$ cat config.mk
export PLATFORM = sky130hd
export DESIGN_NAME = ellipse_arc_row_widths_core
export DESIGN_NICKNAME = d
export VERILOG_FILES = /design/src/rtl/eawr_pkg.sv /design/src/rtl/eawr_row_table.sv /design/src/rtl/eawr_walk_unit.sv /design/src/rtl/ellipse_arc_row_widths_core.sv
export SDC_FILE = /design/constraint.sdc
export NUM_CORES = 2
export LEC_CHECK = 0
export ABC_AREA = 1
export BUFFER_PORTS_ARGS = -buffer_cell sky130_fd_sc_hd__buf_2
export CAP_MARGIN = 10
export CORE_UTILIZATION = 50
export CTS_CLUSTER_SIZE = 25
export DETAILED_ROUTE_END_ITERATION = 16
export GPL_TIMING_DRIVEN = 0
export PLACE_DENSITY_LB_ADDON = 0.3
export SLEW_MARGIN = 40
export SYNTH_ARGS = -nofsm -noshare
export SYNTH_HDL_FRONTEND = slang
export SYNTH_SLANG_ARGS = --single-unit
$ cat constraint.sdc
create_clock -name clk -period 7.8 [get_ports clk]
set_input_delay 1.56 -clock clk [delete_from_list [all_inputs] [get_ports clk]]
set_output_delay 1.56 -clock clk [all_outputs]
set_load 0.02 [all_outputs]
$ cat src/rtl/eawr_pkg.sv
// ----------------------------------------------------------------------------
// Ellipse arc row widths: shared package
// Widths, the walk operation codes and the structs passed between the
// sequencer, the walk unit and the row table.
// ----------------------------------------------------------------------------
`default_nettype none

package eawr_pkg;

    // Fixed field widths of the stream payloads.
    localparam int FIELD_W = 6;
    localparam int TDATA_W = 16;

    // Default largest radius and therefore default row table depth minus one.
    localparam int DEFAULT_MAX_RADIUS = 63;

    // Walk coordinates are small signed values; the error terms are wide.
    localparam int COORD_W = 8;
    localparam int TERM_W  = 24;

    // Squares of a radius, twice a square, and the product of that by a radius.
    localparam int SQ_W    = 2 * FIELD_W;
    localparam int MUL_A_W = SQ_W + 1;
    localparam int PROD_W  = MUL_A_W + FIELD_W;

    typedef logic signed [COORD_W-1:0] coord_t;
    typedef logic signed [TERM_W-1:0]  term_t;

    // One operation of the walk unit per cycle.
    typedef enum logic [3:0] {
        OP_NONE,
        OP_MUL_AA,
        OP_MUL_BB,
        OP_R1_INIT,
        OP_R1_STEPX,
        OP_R1_A,
        OP_R1_B,
        OP_R2_INIT,
        OP_R2_STEPY,
        OP_R2_A,
        OP_R2_B,
        OP_GAP_DEC,
        OP_GAP_INC
    } walk_op_t;

    // A row write before mirroring, range check and clamping.
    typedef struct packed {
        logic   en;
        coord_t y;
        coord_t x;
    } put_t;

    // What the sequencer needs to see of the walk unit.
    typedef struct packed {
        logic   r1_go;
        logic   r2_go;
        logic   gap_go;
        coord_t walk_y;
        coord_t mid;
    } walk_stat_t;

endpackage

`default_nettype wire

$ cat src/rtl/eawr_row_table.sv
// ----------------------------------------------------------------------------
// Ellipse arc row widths: row table
// One half-width per row, with a written mask that is cleared per request.
// ----------------------------------------------------------------------------
`default_nettype none

module eawr_row_table #(
    parameter int MAX_RADIUS = eawr_pkg::DEFAULT_MAX_RADIUS
) (
    input  wire logic                                 clk,
    input  wire logic                                 rst_n,
    input  wire logic                                 clear,
    input  wire eawr_pkg::put_t                       put,
    input  wire logic [eawr_pkg::FIELD_W-1:0]         limit,
    input  wire logic                                 rd_en,
    input  wire logic [$clog2(MAX_RADIUS + 1)-1:0]    rd_addr,
    output logic      [eawr_pkg::FIELD_W-1:0]         rd_data
);

    localparam int DEPTH = MAX_RADIUS + 1;
    localparam int IDX_W = $clog2(DEPTH);
    localparam eawr_pkg::coord_t X_MAX = eawr_pkg::COORD_W'(MAX_RADIUS);

    logic [eawr_pkg::FIELD_W-1:0] row_mem_reg [DEPTH];
    logic [DEPTH-1:0]             valid_reg;
    logic [DEPTH-1:0]             valid_next;
    logic [eawr_pkg::FIELD_W-1:0] rd_data_reg;
    logic                         rd_valid_reg;

    logic [eawr_pkg::COORD_W-1:0] y_abs;
    logic                         we;
    logic [IDX_W-1:0]             wr_addr;
    logic [eawr_pkg::FIELD_W-1:0] wr_data;

    // Negative rows mirror to their positive row; rows beyond the limit drop.
    always_comb
    begin
        y_abs   = put.y[eawr_pkg::COORD_W-1] ? eawr_pkg::COORD_W'(-put.y)
                                             : eawr_pkg::COORD_W'(put.y);
        we      = put.en && (y_abs <= {{(eawr_pkg::COORD_W - eawr_pkg::FIELD_W){1'b0}}, limit});
        wr_addr = y_abs[IDX_W-1:0];
        if (put.x[eawr_pkg::COORD_W-1])
        begin
            wr_data = '0;
        end
        else if (put.x > X_MAX)
        begin
            wr_data = eawr_pkg::FIELD_W'(MAX_RADIUS);
        end
        else
        begin
            wr_data = put.x[eawr_pkg::FIELD_W-1:0];
        end
    end

    always_ff @(posedge clk)
    begin
        if (we)
        begin
            row_mem_reg[wr_addr] <= wr_data;
        end
        if (rd_en)
        begin
            rd_data_reg <= row_mem_reg[rd_addr];
        end
    end

    always_comb
    begin
        valid_next = valid_reg;
        if (clear)
        begin
            valid_next = '0;
        end
        else if (we)
        begin
            valid_next[wr_addr] = 1'b1;
        end
    end

    always_ff @(posedge clk or negedge rst_n)
    begin
        if (!rst_n)
        begin
            valid_reg    <= '0;
            rd_valid_reg <= 1'b0;
        end
        else
        begin
            valid_reg <= valid_next;
            if (rd_en)
            begin
                rd_valid_reg <= valid_reg[rd_addr];
            end
        end
    end

    // A row not written during this request reads as zero.
    assign rd_data = rd_valid_reg ? rd_data_reg : '0;

endmodule

`default_nettype wire

$ cat src/rtl/eawr_walk_unit.sv
// ----------------------------------------------------------------------------
// Ellipse arc row widths: walk unit
// Shared multiplier and term adders of the midpoint walk, one operation
// per cycle as chosen by the sequencer.
// ----------------------------------------------------------------------------
`default_nettype none

module eawr_walk_unit (
    input  wire logic                         clk,
    input  wire logic                         rst_n,
    input  wire eawr_pkg::walk_op_t           op,
    input  wire logic [eawr_pkg::FIELD_W-1:0] rx,
    input  wire logic [eawr_pkg::FIELD_W-1:0] ry,
    output eawr_pkg::walk_stat_t              stat,
    output eawr_pkg::put_t                    put
);

    localparam int TW = eawr_pkg::TERM_W;

    logic [eawr_pkg::SQ_W-1:0] aa_reg, aa_next;
    logic [eawr_pkg::SQ_W-1:0] bb_reg, bb_next;
    eawr_pkg::coord_t          walk_x_reg, walk_x_next;
    eawr_pkg::coord_t          walk_y_reg, walk_y_next;
    eawr_pkg::coord_t          mid_reg, mid_next;
    eawr_pkg::term_t           err_reg, err_next;
    eawr_pkg::term_t           step_x_reg, step_x_next;
    eawr_pkg::term_t           step_y_reg, step_y_next;
    eawr_pkg::term_t           stop_x_reg, stop_x_next;
    eawr_pkg::term_t           stop_y_reg, stop_y_next;

    logic [eawr_pkg::MUL_A_W-1:0] mul_a;
    logic [eawr_pkg::FIELD_W-1:0] mul_b;
    logic [eawr_pkg::PROD_W-1:0]  prod;
    eawr_pkg::term_t              prod_t;
    eawr_pkg::term_t              aa_t, bb_t, a2_t, b2_t;
    logic signed [TW:0]           dec_x, dec_y;

    assign aa_t   = $signed(TW'(aa_reg));
    assign bb_t   = $signed(TW'(bb_reg));
    assign a2_t   = $signed(TW'({aa_reg, 1'b0}));
    assign b2_t   = $signed(TW'({bb_reg, 1'b0}));
    assign prod_t = $signed(TW'(prod));

    // Decision values 2*err + step for the two regions.
    assign dec_x = (TW + 1)'(err_reg) + (TW + 1)'(err_reg) + (TW + 1)'(step_x_reg);
    assign dec_y = (TW + 1)'(err_reg) + (TW + 1)'(err_reg) + (TW + 1)'(step_y_reg);

    // Shared multiplier operand selection.
    always_comb
    begin
        case (op)
            eawr_pkg::OP_MUL_AA:
            begin
                mul_a = eawr_pkg::MUL_A_W'(rx);
                mul_b = rx;
            end
            eawr_pkg::OP_MUL_BB:
            begin
                mul_a = eawr_pkg::MUL_A_W'(ry);
                mul_b = ry;
            end
            eawr_pkg::OP_R1_INIT:
            begin
                mul_a = {bb_reg, 1'b0};
                mul_b = rx;
            end
            default:
            begin
                mul_a = {aa_reg, 1'b0};
                mul_b = ry;
            end
        endcase
    end

    assign prod = eawr_pkg::PROD_W'(mul_a * mul_b);

    always_comb
    begin
        aa_next     = aa_reg;
        bb_next     = bb_reg;
        walk_x_next = walk_x_reg;
        walk_y_next = walk_y_reg;
        mid_next    = mid_reg;
        err_next    = err_reg;
        step_x_next = step_x_reg;
        step_y_next = step_y_reg;
        stop_x_next = stop_x_reg;
        stop_y_next = stop_y_reg;
        put.en      = 1'b0;
        put.y       = walk_y_reg;
        put.x       = walk_x_reg;
        unique case (op)
            eawr_pkg::OP_NONE:
            begin
            end
            eawr_pkg::OP_MUL_AA:
            begin
                aa_next = prod[eawr_pkg::SQ_W-1:0];
            end
            eawr_pkg::OP_MUL_BB:
            begin
                bb_next = prod[eawr_pkg::SQ_W-1:0];
            end
            eawr_pkg::OP_R1_INIT:
            begin
                stop_x_next = prod_t;
                walk_x_next = $signed(eawr_pkg::COORD_W'(rx));
                walk_y_next = '0;
                step_y_next = aa_t;
                err_next    = '0;
                stop_y_next = '0;
            end
            eawr_pkg::OP_R1_STEPX:
            begin
                step_x_next = bb_t - stop_x_reg;
            end
            eawr_pkg::OP_R1_A:
            begin
                put.en      = 1'b1;
                walk_y_next = walk_y_reg + 2'sd1;
                stop_y_next = stop_y_reg + a2_t;
                err_next    = err_reg + step_y_reg;
                step_y_next = step_y_reg + a2_t;
            end
            eawr_pkg::OP_R1_B:
            begin
                if (dec_x > 0)
                begin
                    walk_x_next = walk_x_reg - 2'sd1;
                    stop_x_next = stop_x_reg - b2_t;
                    err_next    = err_reg + step_x_reg;
                    step_x_next = step_x_reg + b2_t;
                end
            end
            eawr_pkg::OP_R2_INIT:
            begin
                stop_y_next = prod_t;
                mid_next    = walk_y_reg;
                walk_x_next = '0;
                walk_y_next = $signed(eawr_pkg::COORD_W'(ry));
                step_x_next = bb_t;
                err_next    = '0;
                stop_x_next = '0;
            end
            eawr_pkg::OP_R2_STEPY:
            begin
                step_y_next = aa_t - stop_y_reg;
            end
            eawr_pkg::OP_R2_A:
            begin
                put.en      = 1'b1;
                walk_x_next = walk_x_reg + 2'sd1;
                stop_x_next = stop_x_reg + b2_t;
                err_next    = err_reg + step_x_reg;
                step_x_next = step_x_reg + b2_t;
            end
            eawr_pkg::OP_R2_B:
            begin
                if (dec_y > 0)
                begin
                    put.en      = 1'b1;
                    put.y       = walk_y_reg - 2'sd1;
                    walk_y_next = walk_y_reg - 2'sd1;
                    stop_y_next = stop_y_reg - a2_t;
                    err_next    = err_reg + step_y_reg;
                    step_y_next = step_y_reg + a2_t;
                end
            end
            eawr_pkg::OP_GAP_DEC:
            begin
                walk_y_next = walk_y_reg - 2'sd1;
            end
            eawr_pkg::OP_GAP_INC:
            begin
                mid_next = mid_reg + 2'sd1;
            end
            default:
            begin
            end
        endcase
    end

    always_ff @(posedge clk or negedge rst_n)
    begin
        if (!rst_n)
        begin
            aa_reg     <= '0;
            bb_reg     <= '0;
            walk_x_reg <= '0;
            walk_y_reg <= '0;
            mid_reg    <= '0;
            err_reg    <= '0;
            step_x_reg <= '0;
            step_y_reg <= '0;
            stop_x_reg <= '0;
            stop_y_reg <= '0;
        end
        else
        begin
            aa_reg     <= aa_next;
            bb_reg     <= bb_next;
            walk_x_reg <= walk_x_next;
            walk_y_reg <= walk_y_next;
            mid_reg    <= mid_next;
            err_reg    <= err_next;
            step_x_reg <= step_x_next;
            step_y_reg <= step_y_next;
            stop_x_reg <= stop_x_next;
            stop_y_reg <= stop_y_next;
        end
    end

    assign stat.r1_go  = (stop_x_reg >= stop_y_reg);
    assign stat.r2_go  = (stop_x_reg <= stop_y_reg);
    assign stat.gap_go = (walk_y_reg > mid_reg);
    assign stat.walk_y = walk_y_reg;
    assign stat.mid    = mid_reg;

endmodule

`default_nettype wire

$ cat src/rtl/ellipse_arc_row_widths_core.sv
// ----------------------------------------------------------------------------
// Ellipse arc row widths core
// Midpoint ellipse walk into a row table, then one half-width per row.
// ----------------------------------------------------------------------------
// Each input request carries the horizontal and vertical radii of an ellipse
// and produces radius_y + 1 results, one per row from the centre outwards,
// each giving the distance from the centre to the arc on that row; the final
// result of a request has tlast set. Radii above MAX_RADIUS saturate. A zero
// horizontal radius gives all zero widths, and a zero vertical radius gives a
// single row holding the horizontal radius. The block handles one request at
// a time and holds s_tready low from acceptance until the last result has
// been taken. Internally a small sequencer drives one shared walk unit (a
// multiplier and the term adders) at one operation per cycle: the setup
// squares both radii and prepares the first region, each step of the first
// region is a row write and an x decision, then the second region is set
// up and each of its steps is a write and a y decision, the rows left
// between the regions are filled in pairs from their neighbours, and each
// emitted row is a table read and then the result, because every row
// passes through the single registered read port of the row table.
// The row table needs no clearing pass: a mask of written rows is cleared in
// the cycle a request is accepted, and unwritten rows read as zero.
// ----------------------------------------------------------------------------
`default_nettype none

module ellipse_arc_row_widths_core #(
    parameter int MAX_RADIUS = eawr_pkg::DEFAULT_MAX_RADIUS
) (
    input  wire logic                         clk,
    input  wire logic                         rst_n,
    // s_tdata: radius_x [5:0], radius_y [11:6], zero [15:12]
    input  wire logic                         s_tvalid,
    output logic                              s_tready,
    input  wire logic [eawr_pkg::TDATA_W-1:0] s_tdata,
    // m_tdata: row_index [5:0], half_width [11:6], zero [15:12]
    output logic                              m_tvalid,
    input  wire logic                         m_tready,
    output logic      [eawr_pkg::TDATA_W-1:0] m_tdata,
    output logic                              m_tlast
);

    localparam int FW    = eawr_pkg::FIELD_W;
    localparam int IDX_W = $clog2(MAX_RADIUS + 1);
    localparam logic [FW-1:0] R_MAX = FW'(MAX_RADIUS);

    typedef enum logic [15:0] {
        S_IDLE      = 16'b0000_0000_0000_0001,
        S_PUT0      = 16'b0000_0000_0000_0010,
        S_MUL_AA    = 16'b0000_0000_0000_0100,
        S_MUL_BB    = 16'b0000_0000_0000_1000,
        S_R1_INIT   = 16'b0000_0000_0001_0000,
        S_R1_STEPX  = 16'b0000_0000_0010_0000,
        S_R1_A      = 16'b0000_0000_0100_0000,
        S_R1_B      = 16'b0000_0000_1000_0000,
        S_R2_INIT   = 16'b0000_0001_0000_0000,
        S_R2_STEPY  = 16'b0000_0010_0000_0000,
        S_R2_A      = 16'b0000_0100_0000_0000,
        S_R2_B      = 16'b0000_1000_0000_0000,
        S_GAP_DEC   = 16'b0001_0000_0000_0000,
        S_GAP_LOW   = 16'b0010_0000_0000_0000,
        S_GAP_HIGH  = 16'b0100_0000_0000_0000,
        S_EMIT      = 16'b1000_0000_0000_0000
    } state_t;

    // The emit phase alternates between a table read and showing the result,
    // tracked by a single flag alongside S_EMIT.
    state_t              state_reg, state_next;
    logic                emit_show_reg, emit_show_next;
    logic [FW-1:0]       rx_reg, rx_next;
    logic [FW-1:0]       ry_reg, ry_next;
    logic [FW-1:0]       row_cnt_reg, row_cnt_next;

    logic [FW-1:0]       rx_in, ry_in;
    logic                in_accept;
    logic                out_accept;
    logic                last_row;

    eawr_pkg::walk_op_t   op;
    eawr_pkg::walk_stat_t stat;
    eawr_pkg::put_t       walk_put;
    eawr_pkg::put_t       tbl_put;
    eawr_pkg::coord_t     mid_below;
    logic                 rd_en;
    logic [IDX_W-1:0]     rd_addr;
    logic [FW-1:0]        rd_data;

    // Saturate the incoming radii to the table size.
    assign rx_in = (s_tdata[FW-1:0] > R_MAX) ? R_MAX : s_tdata[FW-1:0];
    assign ry_in = (s_tdata[2*FW-1:FW] > R_MAX) ? R_MAX : s_tdata[2*FW-1:FW];

    assign s_tready   = (state_reg == S_IDLE);
    assign in_accept  = s_tvalid && s_tready;
    assign m_tvalid   = (state_reg == S_EMIT) && emit_show_reg;
    assign out_accept = m_tvalid && m_tready;
    assign last_row   = (row_cnt_reg == ry_reg);
    assign mid_below  = stat.mid - 2'sd1;

    assign m_tdata = {{(eawr_pkg::TDATA_W - 2 * FW){1'b0}}, rd_data, row_cnt_reg};
    assign m_tlast = last_row;

    // Sequencer: picks the walk operation, the table accesses and the next
    // state. Loop tests are made at the head of each step, on settled terms.
    always_comb
    begin
        state_next     = state_reg;
        emit_show_next = emit_show_reg;
        rx_next        = rx_reg;
        ry_next        = ry_reg;
        row_cnt_next   = row_cnt_reg;
        op             = eawr_pkg::OP_NONE;
        tbl_put        = walk_put;
        rd_en          = 1'b0;
        rd_addr        = row_cnt_reg[IDX_W-1:0];

        unique case (state_reg)
            S_IDLE:
            begin
                if (in_accept)
                begin
                    rx_next        = rx_in;
                    ry_next        = ry_in;
                    row_cnt_next   = '0;
                    emit_show_next = 1'b0;
                    if (rx_in == '0)
                    begin
                        state_next = S_EMIT;
                    end
                    else if (ry_in == '0)
                    begin
                        state_next = S_PUT0;
                    end
                    else
                    begin
                        state_next = S_MUL_AA;
                    end
                end
            end
            S_PUT0:
            begin
                tbl_put.en = 1'b1;
                tbl_put.y  = '0;
                tbl_put.x  = $signed(eawr_pkg::COORD_W'(rx_reg));
                state_next = S_EMIT;
            end
            S_MUL_AA:
            begin
                op         = eawr_pkg::OP_MUL_AA;
                state_next = S_MUL_BB;
            end
            S_MUL_BB:
            begin
                op         = eawr_pkg::OP_MUL_BB;
                state_next = S_R1_INIT;
            end
            S_R1_INIT:
            begin
                op         = eawr_pkg::OP_R1_INIT;
                state_next = S_R1_STEPX;
            end
            S_R1_STEPX:
            begin
                op         = eawr_pkg::OP_R1_STEPX;
                state_next = S_R1_A;
            end
            S_R1_A:
            begin
                if (stat.r1_go)
                begin
                    op         = eawr_pkg::OP_R1_A;
                    state_next = S_R1_B;
                end
                else
                begin
                    state_next = S_R2_INIT;
                end
            end
            S_R1_B:
            begin
                op         = eawr_pkg::OP_R1_B;
                state_next = S_R1_A;
            end
            S_R2_INIT:
            begin
                op         = eawr_pkg::OP_R2_INIT;
                state_next = S_R2_STEPY;
            end
            S_R2_STEPY:
            begin
                op         = eawr_pkg::OP_R2_STEPY;
                state_next = S_R2_A;
            end
            S_R2_A:
            begin
                if (stat.r2_go)
                begin
                    op         = eawr_pkg::OP_R2_A;
                    state_next = S_R2_B;
                end
                else
                begin
                    state_next = S_GAP_DEC;
                end
            end
            S_R2_B:
            begin
                op         = eawr_pkg::OP_R2_B;
                state_next = S_R2_A;
            end
            S_GAP_DEC:
            begin
                // Fetch the row above the one about to be filled.
                if (stat.gap_go)
                begin
                    op         = eawr_pkg::OP_GAP_DEC;
                    rd_en      = 1'b1;
                    rd_addr    = stat.walk_y[IDX_W-1:0];
                    state_next = S_GAP_LOW;
                end
                else
                begin
                    state_next = S_EMIT;
                end
            end
            S_GAP_LOW:
            begin
                tbl_put.en = 1'b1;
                tbl_put.y  = stat.walk_y;
                tbl_put.x  = $signed(eawr_pkg::COORD_W'(rd_data));
                if (stat.gap_go)
                begin
                    // Fetch the row below the lower edge of the gap.
                    rd_en      = 1'b1;
                    rd_addr    = mid_below[IDX_W-1:0];
                    state_next = S_GAP_HIGH;
                end
                else
                begin
                    state_next = S_EMIT;
                end
            end
            S_GAP_HIGH:
            begin
                op         = eawr_pkg::OP_GAP_INC;
                tbl_put.en = 1'b1;
                tbl_put.y  = stat.mid;
                tbl_put.x  = $signed(eawr_pkg::COORD_W'(rd_data));
                state_next = S_GAP_DEC;
            end
            S_EMIT:
            begin
                if (!emit_show_reg)
                begin
                    rd_en          = 1'b1;
                    emit_show_next = 1'b1;
                end
                else if (out_accept)
                begin
                    emit_show_next = 1'b0;
                    if (last_row)
                    begin
                        state_next = S_IDLE;
                    end
                    else
                    begin
                        row_cnt_next = row_cnt_reg + 1'b1;
                    end
                end
            end
            default:
            begin
                state_next = S_IDLE;
            end
        endcase
    end

    always_ff @(posedge clk or negedge rst_n)
    begin
        if (!rst_n)
        begin
            state_reg     <= S_IDLE;
            emit_show_reg <= 1'b0;
            row_cnt_reg   <= '0;
        end
        else
        begin
            state_reg     <= state_next;
            emit_show_reg <= emit_show_next;
            row_cnt_reg   <= row_cnt_next;
        end
    end

    always_ff @(posedge clk)
    begin
        rx_reg <= rx_next;
        ry_reg <= ry_next;
    end

    eawr_walk_unit u_walk (
        .clk   (clk),
        .rst_n (rst_n),
        .op    (op),
        .rx    (rx_reg),
        .ry    (ry_reg),
        .stat  (stat),
        .put   (walk_put)
    );

    eawr_row_table #(
        .MAX_RADIUS (MAX_RADIUS)
    ) u_table (
        .clk     (clk),
        .rst_n   (rst_n),
        .clear   (in_accept),
        .put     (tbl_put),
        .limit   (ry_reg),
        .rd_en   (rd_en),
        .rd_addr (rd_addr),
        .rd_data (rd_data)
    );

    // The block never offers a result while it is open for a new request.
    a_busy_excl: assert property (@(posedge clk) disable iff (!rst_n)
        m_tvalid |-> !s_tready)
        else $error("result offered while ready for a request");

    // After the last row is taken the block returns to idle.
    a_last_idle: assert property (@(posedge clk) disable iff (!rst_n)
        (m_tvalid && m_tready && m_tlast) |=> s_tready)
        else $error("block not idle after the last row");

    // A fresh request cannot produce a result in the following cycle.
    a_no_early: assert property (@(posedge clk) disable iff (!rst_n)
        (s_tvalid && s_tready) |=> !m_tvalid)
        else $error("result shown before the table was read");

    // The emitted row never passes the vertical radius.
    a_row_bound: assert property (@(posedge clk) disable iff (!rst_n)
        m_tvalid |-> (row_cnt_reg <= ry_reg))
        else $error("row index beyond vertical radius");

endmodule

`default_nettype wire
==> impl_metrics.yaml <==
outcome:
  status: "completed"
floorplanning:
  die_w_um: 293
  core_sq_um: 83600
  die-area_sq_um: 85600
  die_height_um: 293
  start_util_pct: 50.5
  num_rows: 106
  ios: 39
drt:
  ant_nets: 0
  routed_wl_mm: 138
  drtIter0Drc: 3793
  routedWlPerCell_um: 21.8
  dr.pass1.iters: 5
  met3_length_mm: 11.9
  m1WireLength_mm: 55.7
  drc: 0
  post_drt_via_cell_ratio: 5.84
  wl_met2_mm: 62.1
  top_layer: "met4"
  vias: 37000
power_and_ir_drop:
  p_leak_nw: 21.3
  p_switching_w: 0.00865
  power_density_nw_per_um2: 388
  peakVddDrop_mv: 0.457
  power_w: 0.0182
  p_comb_share_pct: 54.3
  p_seq_share_pct: 25.6
  swShare_pct: 47.4
  p_int_w: 0.00958
  p_clk_share_pct: 20.1
yosys:
  synth_edf_count: 402
  yosys.area.top_type: "edfxtp_1"
  synth_cells: 5061
  synth_ff_type: "edfxtp_1"
  synth.distinct_cells: 61
  synth_common_cells: "nand2_1, inv_1, a21oi_1"
  avgSynthCellArea_sq_um: 8.34
  synthTopCellsByArea: "edfxtp_1, dfrtp_1, nand2_1, inv_1, ha_1"
  ys_seq_area_share_pct: 43.8
  ys_warn_count: 0
  ys_ff_latch: 658
  synth.top_cell.area_share_pct: 28.6
  yosysMostFrequentCell: "nand2_1"
  synthArstFlopShare_pct: 38.9
  syn_area_sq_um: 42200
place:
  placed_cells: 6200
  gp_congestion: 0.991
  port_buffers: 30
  place_ws_ns: -0.182
  hpwl_mm: 107
critical_path:
  worstSetupEndpointType: "register"
  worstPathArrival_ns: 7.83
  critPathSlowestCell: "fa_1"
  critPathKind: "register to register"
  path_common_cell: "nor2_1"
  cp_data_required_time_ns: 8.28
  r2r_cells: 36
  cp_slowest_stage_delay_ns: 0.53
  crit_fanout: 10
  start_kind: "register"
finish:
  drive_above_1_share_pct: 6.85
  utilization_pct: 56.2
  diodes: 0
  nFillCells: 7606
  multi_input_area_sq_um: 20000
  syn_to_final_growth_pct: 11.3
  ff_latch_area_sq_um: 18500
  instances_no_fill: 6338
  largest_reg_flops: 384
  final_net_count: 5512
clock_network:
  root_buffer: "clkbuf_16"
  cts_buffer_depth: 3
  cts_num_sinks: 658
  clkSlewWorstSetupHoldPaths_ns: 0.06
  numCtsBuffers: 74
  cts_hold_buf: 0
  worst_skew_pair.late_latency_ns: 0.66
  htree_levels: 3
  cts_tree: "yes"
timing:
  fin_worst_skew_ns: 0.0504
  worstMarginPinSlew_ns: 0.942
  final-hold-violation-count: 0
  setup_slack_ns: 0.451
  max-slew-margin-rel_pct: 37.2
  fmax_mhz: 136
  final.min_clock_period_ns: 7.35
  setup_viol: 0
  fin_tns_setup_ns: 0
  slew_violations: 0
  fin_crit_sh_pct: 94.2
grt:
  grt_max_degree: 66
  grt_usage_pct: 32.2
  globalRouteOverflowTotal: 0
  grt_pass1_wl_mm: 210
  antenna_found_initial: 1
  grt_pass1_vias: 35600
job:
  drv_cap: 0
hold_path:
  worst_hold_path_type: "register to register"
  hold_path_depth: 1
power by group through the flow:
stage	sequential, W	combinational [W]	clock [W]
detailed placement	0.00471	0.00966	0
finish	0.00467	0.00989	0.00367
global route	0.00468	0.0109	0.00381
floorplan	0.00451	0.00658	0
CTS	0.00465	0.00972	0.00368
global placement	0.00479	0.00929	0
worst paths after layout:
kind                                    endpoint  slack (ns)           from
min in group asynchronous  u_walk.stop_y_reg[13]        0.79          rst_n
max reg2reg                u_walk.stop_x_reg[18]        0.45  state_reg[15]
max                        u_walk.stop_x_reg[18]        0.45  state_reg[15]
min                                 state_reg[0]        0.49  state_reg[15]
min reg2reg                         state_reg[0]        0.49  state_reg[15]
max in group asynchronous  u_table.valid_reg[11]        5.99          rst_n
per-stage QoR:
stage          hold WS (ns)  cell area, sq um
2_1_floorplan         0.432             42200
3_3_place_gp          0.459             43700
3_5_place_dp          0.480             44300
4_1_cts               0.484             46900
5_1_grt               0.510             47000
6_report              0.489             47000
final cells by class:
cell class                      count  share of cell area, %
Buffer                            179                   1.64
Clock buffer                       94                   4.23
Clock inverter                     43                   1.24
Inverter                          834                   6.67
Multi-Input combinational cell   3391                   42.6
Sequential cell                   658                   39.3
Tap cell                         1080                   2.88
Timing Repair Buffer               59                   1.40
worst max-delay path: cells and delay by family, from the launching register on:
| family | cells | cell delay, ns |
|---|---|---|
| DFF | 1 | 0.42 |
| and+or+nand+nor | 13 | 1.76 |
| adders and majority gates | 4 | 1.87 |
| xor gates and xnor gates | 1 | 0.29 |
| AOI/OAI and AO/OA | 11 | 1.87 |
| buffers and inverters | 7 | 0.98 |
routing by layer:
layer / track usage [%] / vias to the layer above
met3: 6.04 / 394
met5: 0 / -
met2: 51.4 / 1710
met1: 41.6 / 17600
li1: - / 17300
met4: 17.5 / 0
placed cells by master (no fill, tap or decap), types with 55 or more instances in the layout:
master / n
edfxtp_1: 402
clkbuf_1: 115
nand2_1: 878
o211ai_1: 122
o21ai_0: 391
xor2_1: 141
o22ai_1: 65
fa_1: 55
a21oi_1: 399
nand3_1: 347
clkbuf_16: 74
dfrtp_1: 255
buf_2: 86
ha_1: 240
inv_1: 806
nor2_1: 331
logic make-up after synthesis:
kind of cell,after synthesis,synth area share (%)
AND/OR/NAND/NOR,1760,17.9
flip-flops,658,43.8
other,1,0.00889
adder cells (fa/ha/maj),295,9.73
XOR/XNOR,196,4.11
buffers and inverters,1015,9.25
AO/OA/AOI/OAI,1136,15.2
what timing repair did:
| item | CTS | global route |
|---|---|---|
| resized for setup | 1 | 17 |
| buffers inserted | 0 | 3 |
| setup endpoints to repair | 4 | 12 |
| pin swaps | 0 | 1 |
Note: power is estimated with default switching activity, not from simulation.
